--- config.mk ---
export PLATFORM = sky130hd
export DESIGN_NAME = base64_lsb_first_codec_unit
export DESIGN_NICKNAME = d
export VERILOG_FILES = /design/src/rtl/b64c_pkg.sv /design/src/rtl/b64c_step.sv /design/src/rtl/b64c_ser.sv /design/src/rtl/base64_lsb_first_codec_unit.sv
export SDC_FILE = /design/constraint.sdc
export NUM_CORES = 1
export LEC_CHECK = 0
export BUFFER_PORTS_ARGS = -buffer_cell sky130_fd_sc_hd__buf_2
export CAP_MARGIN = 20
export CORE_MARGIN = 2
export CORE_UTILIZATION = 62
export DETAILED_ROUTE_END_ITERATION = 16
export PLACE_DENSITY = 0.78
export SYNTH_ARGS = -nofsm -noshare
export SYNTH_HDL_FRONTEND = slang
export SYNTH_SLANG_ARGS = --single-unit
--- constraint.sdc ---
create_clock -name i_clk -period 6.2 [get_ports i_clk]
set_clock_uncertainty 0.1 [all_clocks]
set_input_delay 0.31 -clock i_clk [delete_from_list [all_inputs] [get_ports i_clk]]
set_output_delay 0.31 -clock i_clk [all_outputs]
set_load 0.02 [all_outputs]
--- src/rtl/b64c_pkg.sv ---
// ----------------------------------------------------------------------------
// b64c_pkg
// Shared types, register codes and alphabet functions for the LSB-first
// Base64 codec.
// ----------------------------------------------------------------------------
package b64c_pkg;

    localparam int DATA_W   = 8;
    localparam int LIMIT_W  = 16;
    localparam int MAX_RES  = 4;
    localparam int RES_CNT_W = $clog2(MAX_RES + 1);
    localparam int RES_IDX_W = $clog2(MAX_RES);

    // Configuration register indexes.
    localparam logic REG_MODE  = 1'b0;
    localparam logic REG_LIMIT = 1'b1;

    // Mode codes.
    localparam logic MODE_ENC = 1'b0;
    localparam logic MODE_DEC = 1'b1;

    localparam logic [LIMIT_W-1:0] LIMIT_RESET = '1;

    typedef struct packed {
        logic               mode;
        logic [LIMIT_W-1:0] limit;
        logic               clr;
    } t_cfg;

    // All results caused by one input beat.
    typedef struct packed {
        logic [MAX_RES-1:0][DATA_W-1:0] data;
        logic [RES_CNT_W-1:0]           cnt;
        logic                           last;
    } t_grp;

    // Map a 6-bit value to its alphabet character.
    function automatic logic [7:0] b64_char(input logic [5:0] v);
        logic [7:0] w;
        w = {2'b00, v};
        if (v < 6'd26) begin
            return w + 8'h41;
        end else if (v < 6'd52) begin
            return w + 8'h47;
        end else if (v < 6'd62) begin
            return w - 8'd4;
        end else if (v == 6'd62) begin
            return 8'h2B;
        end else begin
            return 8'h2F;
        end
    endfunction

    // Map a character to its 6-bit value; anything outside the alphabet is 0.
    function automatic logic [5:0] b64_value(input logic [7:0] c);
        logic [7:0] t;
        t = 8'h00;
        if (c inside {[8'h41:8'h5A]}) begin
            t = c - 8'h41;
        end else if (c inside {[8'h61:8'h7A]}) begin
            t = c - 8'h47;
        end else if (c inside {[8'h30:8'h39]}) begin
            t = c + 8'd4;
        end else if (c == 8'h2B) begin
            t = 8'd62;
        end else if (c == 8'h2F) begin
            t = 8'd63;
        end
        return t[5:0];
    endfunction

endpackage

--- src/rtl/b64c_step.sv ---
// ----------------------------------------------------------------------------
// b64c_step
// Input register, bit buffer state and the single-pass encode/decode step
// that turns one registered beat into a group of up to four results.
// ----------------------------------------------------------------------------
module b64c_step
    import b64c_pkg::*;
(
    input  logic              i_clk,
    input  logic              i_rst_n,
    input  logic              i_in_valid,
    input  logic [DATA_W-1:0] i_data_in,
    input  logic              i_last_in,
    output logic              o_in_stall,
    input  t_cfg              i_cfg,
    input  logic              i_grp_free,
    output logic              o_grp_load,
    output t_grp              o_grp
);

    logic              r_in_vld;
    logic [DATA_W-1:0] r_in_data;
    logic              r_in_last;
    logic [6:0]        r_store;
    logic [2:0]        r_cnt;
    logic [LIMIT_W-1:0] r_emit;

    logic [6:0]         n_store;
    logic [2:0]         n_cnt;
    logic [LIMIT_W-1:0] n_emit;

    logic consume;
    logic take;

    // Encode path
    logic [23:0] e_buf;
    logic [4:0]  e_tot;
    logic [1:0]  e_full;
    logic [4:0]  e_rem;
    logic [2:0]  e_n;
    logic [6:0]  e_store;

    // Decode path
    logic [14:0] d_buf;
    logic [3:0]  d_tot;
    logic        d_full;
    logic [3:0]  d_rem;
    logic        d_cand_a;
    logic        d_cand_b;
    logic        d_keep_a;
    logic        d_keep_b;
    logic [LIMIT_W:0] d_emit_inc;
    logic [2:0]  d_n;

    assign consume    = r_in_vld && i_grp_free;
    assign o_in_stall = r_in_vld && !i_grp_free;
    assign take       = i_in_valid && !o_in_stall;

    always_comb begin
        e_buf = {17'b0, r_store} | ({16'b0, r_in_data} << r_cnt);
        e_tot = {2'b00, r_cnt} + (r_in_last ? 5'd16 : 5'd8);
        if (e_tot >= 5'd18) begin
            e_full = 2'd3;
        end else if (e_tot >= 5'd12) begin
            e_full = 2'd2;
        end else begin
            e_full = 2'd1;
        end
        e_rem = e_tot - ({3'b000, e_full} * 5'd6);
        // A last beat flushes any partial group as one extra character.
        e_n = {1'b0, e_full} + {2'b00, (r_in_last && (e_rem != 5'd0))};
        e_store = (e_full == 2'd1) ? e_buf[12:6] : e_buf[18:12];
    end

    always_comb begin
        d_buf  = {8'b0, r_store} | ({9'b0, b64_value(r_in_data)} << r_cnt);
        d_tot  = {1'b0, r_cnt} + 4'd6;
        d_full = (d_tot >= 4'd8);
        d_rem  = d_full ? (d_tot - 4'd8) : d_tot;
        d_cand_a = d_full || (r_in_last && (d_rem != 4'd0));
        d_cand_b = d_full && r_in_last && (d_rem != 4'd0);
        d_emit_inc = {1'b0, r_emit} + {{LIMIT_W{1'b0}}, 1'b1};
        d_keep_a = d_cand_a && (r_emit < i_cfg.limit);
        d_keep_b = d_cand_b && d_keep_a && (d_emit_inc < {1'b0, i_cfg.limit});
        d_n = {2'b00, d_keep_a} + {2'b00, d_keep_b};
    end

    always_comb begin
        o_grp.last = r_in_last;
        if (i_cfg.mode == MODE_ENC) begin
            o_grp.cnt     = e_n;
            o_grp.data[0] = b64_char(e_buf[5:0]);
            o_grp.data[1] = b64_char(e_buf[11:6]);
            o_grp.data[2] = b64_char(e_buf[17:12]);
            o_grp.data[3] = b64_char(e_buf[23:18]);
            n_store = e_store;
            n_cnt   = e_rem[2:0];
            n_emit  = r_emit;
        end else begin
            o_grp.cnt     = d_n;
            o_grp.data[0] = d_buf[7:0];
            o_grp.data[1] = {1'b0, d_buf[14:8]};
            o_grp.data[2] = '0;
            o_grp.data[3] = '0;
            n_store = d_full ? d_buf[14:8] : d_buf[6:0];
            n_cnt   = d_rem[2:0];
            n_emit  = r_emit + {{(LIMIT_W-1){1'b0}}, d_keep_a};
        end
        if (r_in_last) begin
            n_store = '0;
            n_cnt   = '0;
            n_emit  = '0;
        end
    end

    assign o_grp_load = consume && (o_grp.cnt != '0);

    always_ff @(posedge i_clk) begin
        if (!i_rst_n) begin
            r_in_vld <= 1'b0;
        end else if (take) begin
            r_in_vld <= 1'b1;
        end else if (consume) begin
            r_in_vld <= 1'b0;
        end
    end

    always_ff @(posedge i_clk) begin
        if (take) begin
            r_in_data <= i_data_in;
            r_in_last <= i_last_in;
        end
    end

    always_ff @(posedge i_clk) begin
        if (!i_rst_n || i_cfg.clr) begin
            r_store <= '0;
            r_cnt   <= '0;
            r_emit  <= '0;
        end else if (consume) begin
            r_store <= n_store;
            r_cnt   <= n_cnt;
            r_emit  <= n_emit;
        end
    end

endmodule

--- src/rtl/b64c_ser.sv ---
// ----------------------------------------------------------------------------
// b64c_ser
// Result group register that hands out one result beat per cycle while
// the output is not stalled, and frees itself as its final beat is taken.
// ----------------------------------------------------------------------------
module b64c_ser
    import b64c_pkg::*;
(
    input  logic              i_clk,
    input  logic              i_rst_n,
    input  logic              i_grp_load,
    input  t_grp              i_grp,
    output logic              o_grp_free,
    output logic              o_out_valid,
    output logic [DATA_W-1:0] o_data_out,
    output logic              o_last_out,
    input  logic              i_out_stall
);

    logic                 r_vld;
    t_grp                 r_grp;
    logic [RES_IDX_W-1:0] r_idx;

    logic at_end;
    logic take;
    logic done;

    assign at_end = ({1'b0, r_idx} == (r_grp.cnt - {{(RES_CNT_W-1){1'b0}}, 1'b1}));
    assign take   = r_vld && !i_out_stall;
    assign done   = take && at_end;
    assign o_grp_free = !r_vld || done;

    assign o_out_valid = r_vld;
    assign o_data_out  = r_grp.data[r_idx];
    assign o_last_out  = r_vld && r_grp.last && at_end;

    always_ff @(posedge i_clk) begin
        if (!i_rst_n) begin
            r_vld <= 1'b0;
            r_idx <= '0;
        end else if (i_grp_load) begin
            r_vld <= 1'b1;
            r_idx <= '0;
        end else if (done) begin
            r_vld <= 1'b0;
        end else if (take) begin
            r_idx <= r_idx + {{(RES_IDX_W-1){1'b0}}, 1'b1};
        end
    end

    always_ff @(posedge i_clk) begin
        if (i_grp_load) begin
            r_grp <= i_grp;
        end
    end

endmodule

--- src/rtl/base64_lsb_first_codec_unit.sv ---
// ----------------------------------------------------------------------------
// base64_lsb_first_codec_unit
// Base64-alphabet codec, bits packed least significant first, no padding.
//
//   Channel  Direction  Handshake                 Beat
//   input    in         i_in_valid / o_in_stall   i_data_in, i_last_in
//   output   out        o_out_valid / i_out_stall o_data_out, o_last_out
//   config   in         i_cfg_we                  i_cfg_idx, i_cfg_data
//
// An input beat is registered, then converted into a group of zero to four
// results held in the output group register. Results leave one per cycle
// while the output is not stalled; a group holds one or two results
// mid-stream when encoding, up to four on a last beat.
// A new beat is taken every cycle while the group register can be reloaded.
// Reset is synchronous and clears all control state; there is no clearing pass.
// ----------------------------------------------------------------------------
module base64_lsb_first_codec_unit
    import b64c_pkg::*;
(
    input  logic               i_clk,
    input  logic               i_rst_n,
    input  logic               i_in_valid,
    output logic               o_in_stall,
    input  logic [DATA_W-1:0]  i_data_in,
    input  logic               i_last_in,
    output logic               o_out_valid,
    input  logic               i_out_stall,
    output logic [DATA_W-1:0]  o_data_out,
    output logic               o_last_out,
    input  logic               i_cfg_we,
    input  logic               i_cfg_idx,
    input  logic [LIMIT_W-1:0] i_cfg_data
);

    logic               r_mode;
    logic [LIMIT_W-1:0] r_limit;
    t_cfg               cfg;
    t_grp               grp;
    logic               grp_load;
    logic               grp_free;

    always_ff @(posedge i_clk) begin
        if (!i_rst_n) begin
            r_mode  <= MODE_ENC;
            r_limit <= LIMIT_RESET;
        end else if (i_cfg_we) begin
            case (i_cfg_idx)
                REG_MODE:  r_mode  <= i_cfg_data[0];
                REG_LIMIT: r_limit <= i_cfg_data;
                default: ;
            endcase
        end
    end

    // A mode write starts a fresh message.
    assign cfg.mode  = r_mode;
    assign cfg.limit = r_limit;
    assign cfg.clr   = i_cfg_we && (i_cfg_idx == REG_MODE);

    b64c_step u_step (
        .i_clk      (i_clk),
        .i_rst_n    (i_rst_n),
        .i_in_valid (i_in_valid),
        .i_data_in  (i_data_in),
        .i_last_in  (i_last_in),
        .o_in_stall (o_in_stall),
        .i_cfg      (cfg),
        .i_grp_free (grp_free),
        .o_grp_load (grp_load),
        .o_grp      (grp)
    );

    b64c_ser u_ser (
        .i_clk       (i_clk),
        .i_rst_n     (i_rst_n),
        .i_grp_load  (grp_load),
        .i_grp       (grp),
        .o_grp_free  (grp_free),
        .o_out_valid (o_out_valid),
        .o_data_out  (o_data_out),
        .o_last_out  (o_last_out),
        .i_out_stall (i_out_stall)
    );

endmodule

==> impl_metrics.tcl, run 1 <==
set metrics [dict create \
    postRouteAntennaNets 0 \
    clock_sinks 80 \
    worstSetupEndpointType "flop" \
    final_nets 830 \
    grt_start_max_net_pins 39 \
    start_util_pct 63.43 \
    cts_hold_buf 0 \
    cp.arrival_ns 4.66 \
    yosysTopAreaCellShare_pct 16.55 \
    grt_pass1_wl_um 25330 \
    layout-drive-gt1-share_pct 11.22 \
    vias 5452 \
    pin_count 42 \
    post-cts-setup-buffers 0 \
    yosys-top-cells-area "edfxtp_1 (17%), dfxtp_1 (15%), ha_1 (13%)" \
    synthArstFlopShare_pct 0 \
    die_w_um 103.8 \
    p_leak_uw 0.002776 \
    drc 0 \
    pwr_density_cell_nw_per_um2 192.9 \
    clkTransAtPathRegs_ns 0.09 \
    fp.dieH_um 103.8 \
    r2r_cells 18 \
    relSlewSlack_pct 30.74 \
    slew_violations 0 \
    crit_path_max_fanout 21 \
    fillers 841 \
    whs_ns 0.006552 \
    root_buffer "clkbuf_8" \
    gp_congestion 0.9432 \
    startpoint_type "flop" \
    yosysTopAreaCell "edfxtp_1" \
    hold_depth 1 \
    crit_type "reg2reg" \
    cts_buffer_depth 2 \
    critical-path-slowest-cell "dfxtp_1" \
    fin_crit_sh_pct 75.04 \
    critPathTopFamily "simple AND/OR/NAND/NOR gates" \
    worst_slew_pin_slew_ns 1.039 \
    status "finished, final reports clean" \
    wl_per_cell_um 17.51 \
    syn_nets 810 \
    grt_antenna_before_repair 0 \
    port_buffers 41 \
    fmax_mhz 215.0 \
    grt_use_total_pct 28.80 \
    cap_violations 0 \
    cp.depth 18 \
    grt_pass1_vias 5208 \
    final_core_util_pct 68.07 \
    setup_violations 0 \
    ys_seq_area_share_pct 31.47 \
    fp.dieArea_um2 10770 \
    fp-row-count 36 \
    ys_types 75 \
    synth_ff_type "dfxtp_1" \
    htree_levels 3 \
    cts_tree "built" \
    first_pass_iters 6 \
    drt_iter0_markers 458 \
    synth_edf_count 34 \
    slowest_delay_ns 0.76 \
    vias_per_cell 6.245 \
    path_common_cell "ha_1" \
    antenna_cells 0 \
    fin_tns_setup_ns 0 \
    cts_made_buffers 9 \
    gr-total-overflow 0 \
    insertion_delay_ns 0.37 \
    routed_wirelength_um 15290 \
    rsz0062_at_grt "no" \
    netlist_instances 715 \
    hold_viol 0 \
    cts_resized 0 \
    syn_area_per_cell_um2 8.631 \
    final_cells 873 \
    period_needed_ns 4.652 \
    crit_chain "inv_2, ha_1, nand2b_1, nand2_1, nand2_1, ha_1, inv_1, ha_1, nor2_1, xor2_1, nor4b_1, nor2_1, ha_1, ha_1, mux2_2, nor3_1, nor2_2, buf_8" \
    synth.ff_latch_count 80 \
    hold_path.class "in2reg" \
    max-vdd-ir-drop_mv 0.1124 \
    dp_hpwl_um 11480 \
    area_delta_synth_final_pct 7.320 \
    ys_warn_count 0 \
    cp.buffers_inverters 3 \
    core_um2 9729 \
    netlist_area_um2 6171 \
    cp.required_ns 6.21 \
    dp_cells 856 \
]
routing by layer:
metal / wire (um) / GRT usage, % / vias to the layer above
met5: 0 / 0 / -
met4: 329 / 10.62 / 0
met3: 1177 / 5.098 / 40
met2: 7058 / 45.55 / 226
met1: 6724 / 39.66 / 2538
li1: - / - / 2648
power breakdown:
part,switching [uW],internal [uW]
clock,202,179
sequential,23.5,583
combinational,181,109
sequential cells by signal, indices dropped and copies added, names as in the netlist, 2 cells and up:
name / count
u_step.r_cnt: 2
u_ser.r_grp: 25
u_step.r_in_data: 8
r_limit: 16
u_step.r_emit: 16
u_ser.r_idx: 2
u_step.r_store: 7
area by class of cell:
class	instances	area (um2)	share of cell area (%)
clock inverter	4	25.02	0.3779
sequential	80	1942	29.32
clock buffer	12	165.2	2.494
multi-input combinational	551	3897	58.85
inverter	47	176.4	2.664
tap	133	166.4	2.513
timing repair buffer	46	250.2	3.779
cells in the final DEF (no fill, tap or decap), types with 12 or more instances in the layout:
cell      instances
edfxtp_1         34
nor2b_1          15
inv_1            44
ha_1             64
o21ai_0          28
clkbuf_8         12
nor2_1           62
dfxtp_1          46
a21oi_1          43
xnor2_1          26
nand3_1          18
mux2i_1          19
o211ai_1         20
nor3_1           15
nand2_1          62
buf_2            41
per-stage QoR:
step | setup WS [ns] | power, uW | area [um2]
after CTS | 1.286 | 1271 | 6608
after global placement | 1.609 | 891.6 | 6417
final | 1.548 | 1278 | 6623
after floorplan | 1.647 | 820.1 | 6171
after detailed placement | 1.352 | 900.2 | 6417
after global routing | 1.301 | 1331 | 6623
kinds of logic after synthesis:
logic type	synth area share [%]
simple gates	18.11
flops	31.47
xor+xnor	5.251
mux	4.785
compound gates	21.94
fa+ha+maj	12.98
other cells	0.06077
buf+inv	5.414
Yosys cell counts (4+ instances only):
| cell type | count |
|---|---|
| and2_1 | 7 |
| o22ai_1 | 5 |
| or3_1 | 5 |
| clkbuf_1 | 28 |
| nor2_1 | 63 |
| ha_1 | 64 |
| mux2_2 | 5 |
| nor2b_1 | 15 |
| nand2b_1 | 10 |
| a211oi_1 | 10 |
| o21a_1 | 9 |
| a21oi_1 | 43 |
| nand2_1 | 62 |
| dfxtp_1 | 46 |
| nor3_1 | 15 |
| nor4_1 | 4 |
| mux2i_1 | 19 |
| o21ai_0 | 28 |
| nand4_1 | 5 |
| a31oi_1 | 11 |
| o211ai_1 | 20 |
| and3_1 | 10 |
| edfxtp_1 | 34 |
| buf_2 | 6 |
| a221oi_1 | 5 |
| xnor2_1 | 26 |
| inv_1 | 44 |
| xor2_1 | 11 |
| a21o_1 | 8 |
| nand3_1 | 18 |
| a32oi_1 | 5 |
| a22oi_1 | 5 |
worst paths after layout:
| kind | from | to | slack [ns] |
|---|---|---|---|
| worst min-delay path | i_data_in[2] | u_step.r_in_data[2] | 0.007 |
| worst min register to register | r_limit[0] | r_limit[0] | 0.42 |
| worst max-delay path | u_step.r_cnt[2] | u_ser.r_grp[19] | 1.55 |
| worst max register to register | u_step.r_cnt[2] | u_ser.r_grp[19] | 1.55 |
Note: power is estimated with default switching activity, not from simulation.
==> inputs of run 2 (changes only) <==
- ABC_AREA: not set -> 1
- CORE_UTILIZATION: 62 -> 56
- PLACE_DENSITY: 0.78 -> 0.75
- clock period: 6.2 -> 3.95 ns (I/O delays scaled with it)
==> run 2 against run 1 <==
Via count up 12%. Critical endpoint is now u_ser.r_idx[1]. Worst setup slack got worse by 1.4 ns. Fmax increased by 23%. Combinational power grew 64%. Synthesized cell count up 25%. Total power up 77%. Clock power is 120% higher. Cell area grew 14%. Area after synthesis grew 2.4%.
==> impl_metrics.tcl, run 2 <==
set metrics [dict create \
    largestRegisters "u_ser.r_grp: 25 flops, r_limit: 16 flops, u_step.r_emit: 16 flops" \
    slew_violations 0 \
    grt_pass1_vias 5203 \
    antenna_cells 0 \
    die_w_um 110.2 \
    start_util_pct 57.78 \
    drt_iter0_markers 528 \
    fp-row-count 38 \
    mostFrequentLayoutCells "nand2_1 (204), inv_1 (121), nor2_1 (83), o21ai_0 (66), ha_1 (62)" \
    largest_register_ffs 25 \
    ys_warn_count 0 \
    layout-drive-gt1-share_pct 14.00 \
    critPathTopFamily "simple AND/OR/NAND/NOR gates" \
    yosys-top-cells-count "nand2_1 (209), inv_1 (125), nor2_1 (86)" \
    yosysTopAreaCell "edfxtp_1" \
    final_nets 1076 \
    pwr_density_cell_nw_per_um2 300.5 \
    wl_per_cell_um 14.02 \
    holdPathEnd "r_mode" \
    yosysTopAreaCellShare_pct 16.16 \
    final_cells 1126 \
    setup_violations 0 \
    clock_sinks 80 \
    vias_per_cell 5.403 \
    pre_cts_ws_ns -0.07247 \
    min_from "i_cfg_idx" \
    cp.arrival_ns 3.93 \
    fin_tns_setup_ns 0 \
    startpoint "u_step.r_emit[0]" \
    hold_path.class "in2reg" \
    hold_viol 0 \
    ys_types 47 \
    synth_most_common_cell "nand2_1" \
    gr-total-overflow 0 \
    netlist_instances 896 \
    grt_start_max_net_pins 41 \
    worst_slew_pin_slew_ns 0.9321 \
    grt_use_total_pct 26.40 \
    yosys-top-cells-area "edfxtp_1 (16%), dfxtp_1 (15%), ha_1 (13%)" \
    crit_path_max_fanout 5 \
    cts_tree "built" \
    core_um2 10940 \
    first_pass_iters 5 \
    crit_chain "inv_1, nor2_1, nand2_1, nor2_1, nand2_2, nor2_1, xor2_1, ha_1, nand2_2, nor2_1, a211oi_2, nor2_1, nor4_1, nand3_1, nor2_1, ha_1, nand2_1, nand2_2, nor3_2, buf_4, buf_4, o21ai_2, nor3b_1" \
    r2r-end "u_ser.r_idx[1]" \
    ys_seq_area_share_pct 30.73 \
    largest-register "u_ser.r_grp" \
    crit_type "reg2reg" \
    netlist_area_um2 6319 \
    cp.required_ns 4.12 \
    status "finished, final reports clean" \
    slowest_delay_ns 0.37 \
    synth.ff_latch_count 80 \
    area_delta_synth_final_pct 19.25 \
    dpl_cell_area_um2 6817 \
    rrSetupSlack_ns 0.18 \
    r2r_start "u_step.r_emit[0]" \
    dp_cells 1079 \
    path_common_cell "nor2_1" \
    port_buffers 41 \
    fin_crit_sh_pct 95.38 \
    grt_pass1_wl_um 24850 \
    syn_area_per_cell_um2 7.052 \
    startpoint_type "flop" \
    grt_antenna_before_repair 0 \
    fp.dieH_um 110.2 \
    root_buffer "clkbuf_16" \
    hold_depth 3 \
    drc 0 \
    fp.dieArea_um2 12150 \
    pin_count 42 \
    htree_levels 3 \
    synth_ff_type "dfxtp_1" \
    cap_violations 0 \
    syn_nets 991 \
    cp.buffers_inverters 3 \
    cts_made_buffers 9 \
    postRouteAntennaNets 0 \
    vias 6084 \
    period_needed_ns 3.767 \
    synthArstFlopShare_pct 0 \
    max-vdd-ir-drop_mv 0.2896 \
    critical-path-slowest-cell "dfxtp_4" \
    worstSetupEndpointType "flop" \
    p_leak_uw 0.003610 \
    insertion_delay_ns 0.35 \
    relSlewSlack_pct 37.79 \
    final_common_cell "nand2_1" \
    routed_wirelength_um 15780 \
    dp_hpwl_um 11480 \
    clkTransAtPathRegs_ns 0.06 \
    design_area_um2 7535 \
    cts_buffer_depth 2 \
    whs_ns 0.03589 \
    synth_edf_count 34 \
    layout_setup_ws_ns 0.1827 \
    fmax_mhz 265.4 \
    gp_congestion 0.8905 \
    r2r_cells 23 \
]
run 2: changes by cell type in the layout (fill, tap and decap cells not counted), moves of 12 or more:
cell	change
xnor2_1	-20
nand3_1	+37
xor2_1	+16
nor2_1	+21
o21ai_0	+38
clkbuf_8	-12
inv_1	+77
dlygate4sd3_1	+25
nor2b_1	-15
buf_4	+31
mux2i_1	-19
nand2_1	+142
run 2: per-stage QoR:
stage	util (%)	power [uW]
detailed placement	62.33	1387
finish	68.90	2264
global placement	62.33	1379
floorplan	-	1264
global route	68.90	2368
CTS	67.48	2257
run 2: layer usage:
metal | share of wire [%] | GRT usage [%] | vias to the layer above
li1 | - | - | 3140
met1 | 49 | 39.43 | 2721
met2 | 44 | 38.34 | 207
met3 | 6.5 | 5.350 | 16
met4 | 1.2 | 7.768 | 0
met5 | 0 | 0 | -
run 2: timing repair:
action / CTS / global route
gates resized for setup: 1 / 35
endpoints found under the setup margin: 25 / 28
cloned: 1 / 0
setup buffers: 0 / 5
endpoints found under the hold margin: 25 / 0
pin swaps: 1 / 19
hold buffers: 25 / 0
run 2: cell type report:
class	count	area, um2
clock buffer	13	261.5
clock inverter	3	40.04
fill	936	3401
inverter	125	469.2
multi-input combinational	662	3872
sequential	80	1958
tap	140	175.2
timing repair buffer	103	758.2
run 2: report_power, final:
group / leakage (uW) / switching (uW) / internal [uW]
logic: 0.00276 / 301 / 176
registers: 0.000702 / 25.8 / 912
clock network: 0.000149 / 323 / 526
run 2: cells by family (layout without fill, tap and decap cells):
family,after synthesis,count (layout),synth area share [%]
fa+ha+maj,64,64,12.67
other cells,1,1,0.05935
buf+inv,155,244,9.544
compound gates,171,171,15.84
xor+xnor,33,33,4.574
flops,80,80,30.73
simple gates,392,393,26.57
run 2: how the worst max path moves through the flow:
stage | end | slack, ns | cells past startpoint
2_1_floorplan | u_ser.r_grp[0] | 0.03 | 23
3_3_place_gp | u_ser.r_grp[7] | 0.08 | 23
3_5_place_dp | u_ser.r_grp[23] | -0.07 | 23
4_1_cts | u_ser.r_idx[0] | 0.04 | 25
5_1_grt | u_ser.r_idx[1] | -0.09 | 23
6_report | u_ser.r_idx[1] | 0.18 | 23
run 2: worst min-delay path, stage by stage:
cell	delay [ns]
buf_2	0.10
nor3_1	0.06
nor2_1	0.10
==> inputs of run 3 (changes only) <==
- GPL_TIMING_DRIVEN: not set -> 0
- SETUP_SLACK_MARGIN: not set -> 0.2
==> run 3 against run 2 <==
Flip-flop and latch count did not move. Highest routed layer unchanged. Worst setup slack got worse by 0.092 ns. Critical endpoint is now u_ser.r_grp[18]. Worst hold slack got worse by 0.026 ns. Clock power fell by 6.8%. Combinational power rose by 15%. Via count rose by 5.8%. Clock-buffer cell count fell by 4. Fmax fell by 2.4%. Largest power group unchanged. Register-to-register slack got worse by 0.09 ns. Critical path type unchanged. Non-clock buffer count rose by 39. Final cell count rose by 3.5%.
==> impl_metrics.tcl, run 3 (same netlist as run 2, synthesis figures left out) <==
set metrics [dict create \
    status "finished, final reports clean" \
    area_delta_synth_final_pct 25.25 \
    final_common_cell "nand2_1" \
    startpoint_type "flop" \
    cp.arrival_ns 3.82 \
    routed_wirelength_um 17490 \
    period_needed_ns 3.859 \
    max-vdd-ir-drop_mv 0.3563 \
    use_met2_pct 45.75 \
    fp.dieH_um 110.2 \
    largest-register "u_ser.r_grp" \
    gp_congestion 0.9273 \
    dp_hpwl_um 11870 \
    hold_depth 3 \
    vias_per_cell 5.527 \
    drt_iter0_markers 650 \
    fp-row-count 38 \
    cts_tree "built" \
    grt_pass1_vias 5748 \
    fillers 860 \
    clkTransAtPathRegs_ns 0.07 \
    cts_made_buffers 9 \
    vias 6439 \
    grtUsageMet1_pct 39.74 \
    worst_slew_pin_slew_ns 0.8204 \
    port_buffers 41 \
    grt_start_max_net_pins 16 \
    final_nets 1115 \
    largest_register_ffs 25 \
    whs_ns 0.009802 \
    crit_path_max_fanout 7 \
    die_w_um 110.2 \
    use_met3_pct 6.290 \
    wl_per_cell_um 15.01 \
    drc 0 \
    insertion_delay_ns 0.35 \
    final_core_util_pct 72.37 \
    clock_sinks 80 \
    setup_violations 0 \
    fmax_mhz 259.1 \
    dp_cells 1077 \
    crit_chain "inv_4, buf_6, buf_12, ha_2, buf_6, inv_4, o21ai_4, nand2_2, buf_4, buf_4, xor2_1, inv_1, a31oi_1, nor2_1, o21ai_1, inv_1, ha_1, ha_1, nand2_1, nand2_2, nor3_4, buf_4, nor2_4, clkbuf_16" \
    relSlewSlack_pct 43.89 \
    pin_count 42 \
    postRouteAntennaNets 0 \
    crit_type "reg2reg" \
    worstSetupEndpointType "flop" \
    grt_antenna_before_repair 0 \
    r2r_cells 24 \
    largestRegisters "u_ser.r_grp: 25 flops, r_limit: 16 flops, u_step.r_emit: 16 flops" \
    pwr_density_cell_nw_per_um2 286.7 \
    grt.busiest_layer "met2" \
    start_util_pct 57.78 \
    fp.dieArea_um2 12150 \
    grt_use_total_pct 29.10 \
    root_buffer "clkbuf_16" \
    fin_crit_sh_pct 97.71 \
    path_common_cell "buf_4" \
    r2r-end "u_ser.r_grp[18]" \
    core_um2 10940 \
    gr-total-overflow 0 \
    rsz0062_at_grt "yes" \
    critical-path-slowest-cell "dfxtp_4" \
    fin_tns_setup_ns 0 \
    grt_pass1_wl_um 27250 \
    cts_buffer_depth 2 \
    antenna_cells 0 \
    cap_violations 0 \
    first_pass_iters 5 \
    hold_viol 0 \
    slew_violations 0 \
    mostFrequentLayoutCells "nand2_1 (202), inv_1 (115), nor2_1 (78), o21ai_0 (64), ha_1 (58)" \
    hold_path.class "in2reg" \
    rrSetupSlack_ns 0.09 \
    final_cells 1165 \
    slowest_delay_ns 0.38 \
    cp.required_ns 3.91 \
    r2r_start "u_step.r_cnt[2]" \
    startpoint "u_step.r_cnt[2]" \
    crit_path_end "u_ser.r_grp[18]" \
    layout-drive-gt1-share_pct 18.93 \
    p_leak_uw 0.003765 \
    htree_levels 3 \
]
-- run 3: cell count changes in the layout (fill, tap and decap cells not counted), moves of 4 or more --
| cell | previous run | this run |
|---|---|---|
| inv_4 | 0 | 5 |
| dfxtp_1 | 39 | 33 |
| buf_4 | 35 | 40 |
| buf_2 | 41 | 46 |
| inv_1 | 121 | 115 |
| buf_6 | 0 | 10 |
| ha_1 | 62 | 58 |
| dfxtp_4 | 3 | 7 |
| clkbuf_1 | 3 | 14 |
| nor2_1 | 83 | 78 |
-- run 3: routing by layer --
metal,vias up,part of all wire (%),wire [um]
li1,3216,-,-
met3,41,8.5,1480
met2,275,45,7932
met4,0,1.9,338
met1,2907,44,7738
met5,-,0,0
-- run 3: final cells by class --
| cell class | count | area [um2] | area share (%) |
|---|---|---|---|
| clock buffers | 9 | 225.2 | 2.846 |
| plain buffers | 30 | 175.2 | 2.213 |
| inverters | 125 | 476.7 | 6.024 |
| well taps | 140 | 175.2 | 2.213 |
| clock inverters | 7 | 51.30 | 0.6482 |
| repair buffers | 112 | 853.3 | 10.78 |
| multi-input cells | 662 | 3981 | 50.31 |
| flip-flops and latches | 80 | 1976 | 24.96 |
-- run 3: report_power, final --
part / leakage (uW) / switching [uW] / internal, uW / total (uW)
Combinational: 0.00292 / 335 / 212 / 547
Clock: 0.000143 / 358 / 433 / 791
Sequential: 0.000706 / 21.8 / 909 / 931
-- run 3: how the worst min path moves through the flow --
| stage | startpoint | endpoint | slack, ns |
|---|---|---|---|
| floorplan | i_data_in[0] | u_step.r_in_data[0] | 0.20 |
| global placement | i_data_in[1] | u_step.r_in_data[1] | 0.27 |
| detailed placement | i_data_in[6] | u_step.r_in_data[6] | 0.28 |
| CTS | i_rst_n | u_step.r_in_vld | 0.002 |
| global route | i_rst_n | u_step.r_in_vld | 0.04 |
| finish | i_rst_n | u_step.r_in_vld | 0.01 |
-- run 3: through the flow --
stage                     power, uW  instance area [um2]  worst slack [ns]
after global routing           2373                 7914          -0.07362
after detailed placement       1391                 6735           -0.6496
after floorplan                1267                 6355            0.2023
final                          2269                 7914           0.09055
after CTS                      2250                 7712           0.06798
after global placement         1385                 6735           -0.6897
-- run 3: timing repair --
item,in CTS,in global routing
setup buffers,29,16
pin swaps,24,18
endpoints found under the hold margin,25,0
cloned,2,0
hold buffers,25,0
endpoints found under the setup margin,29,29
gates resized for setup,63,29
-- run 3: worst max-delay path: cells and delay by family, from the launching register on --
family / cells / cell delay, ns
buffers and inverters: 11 / 1.16
AOI/OAI and AO/OA: 3 / 0.53
xor gates and xnor gates: 1 / 0.20
and+or+nand+nor: 6 / 0.58
adders and majority gates: 3 / 0.61
DFF: 1 / 0.38
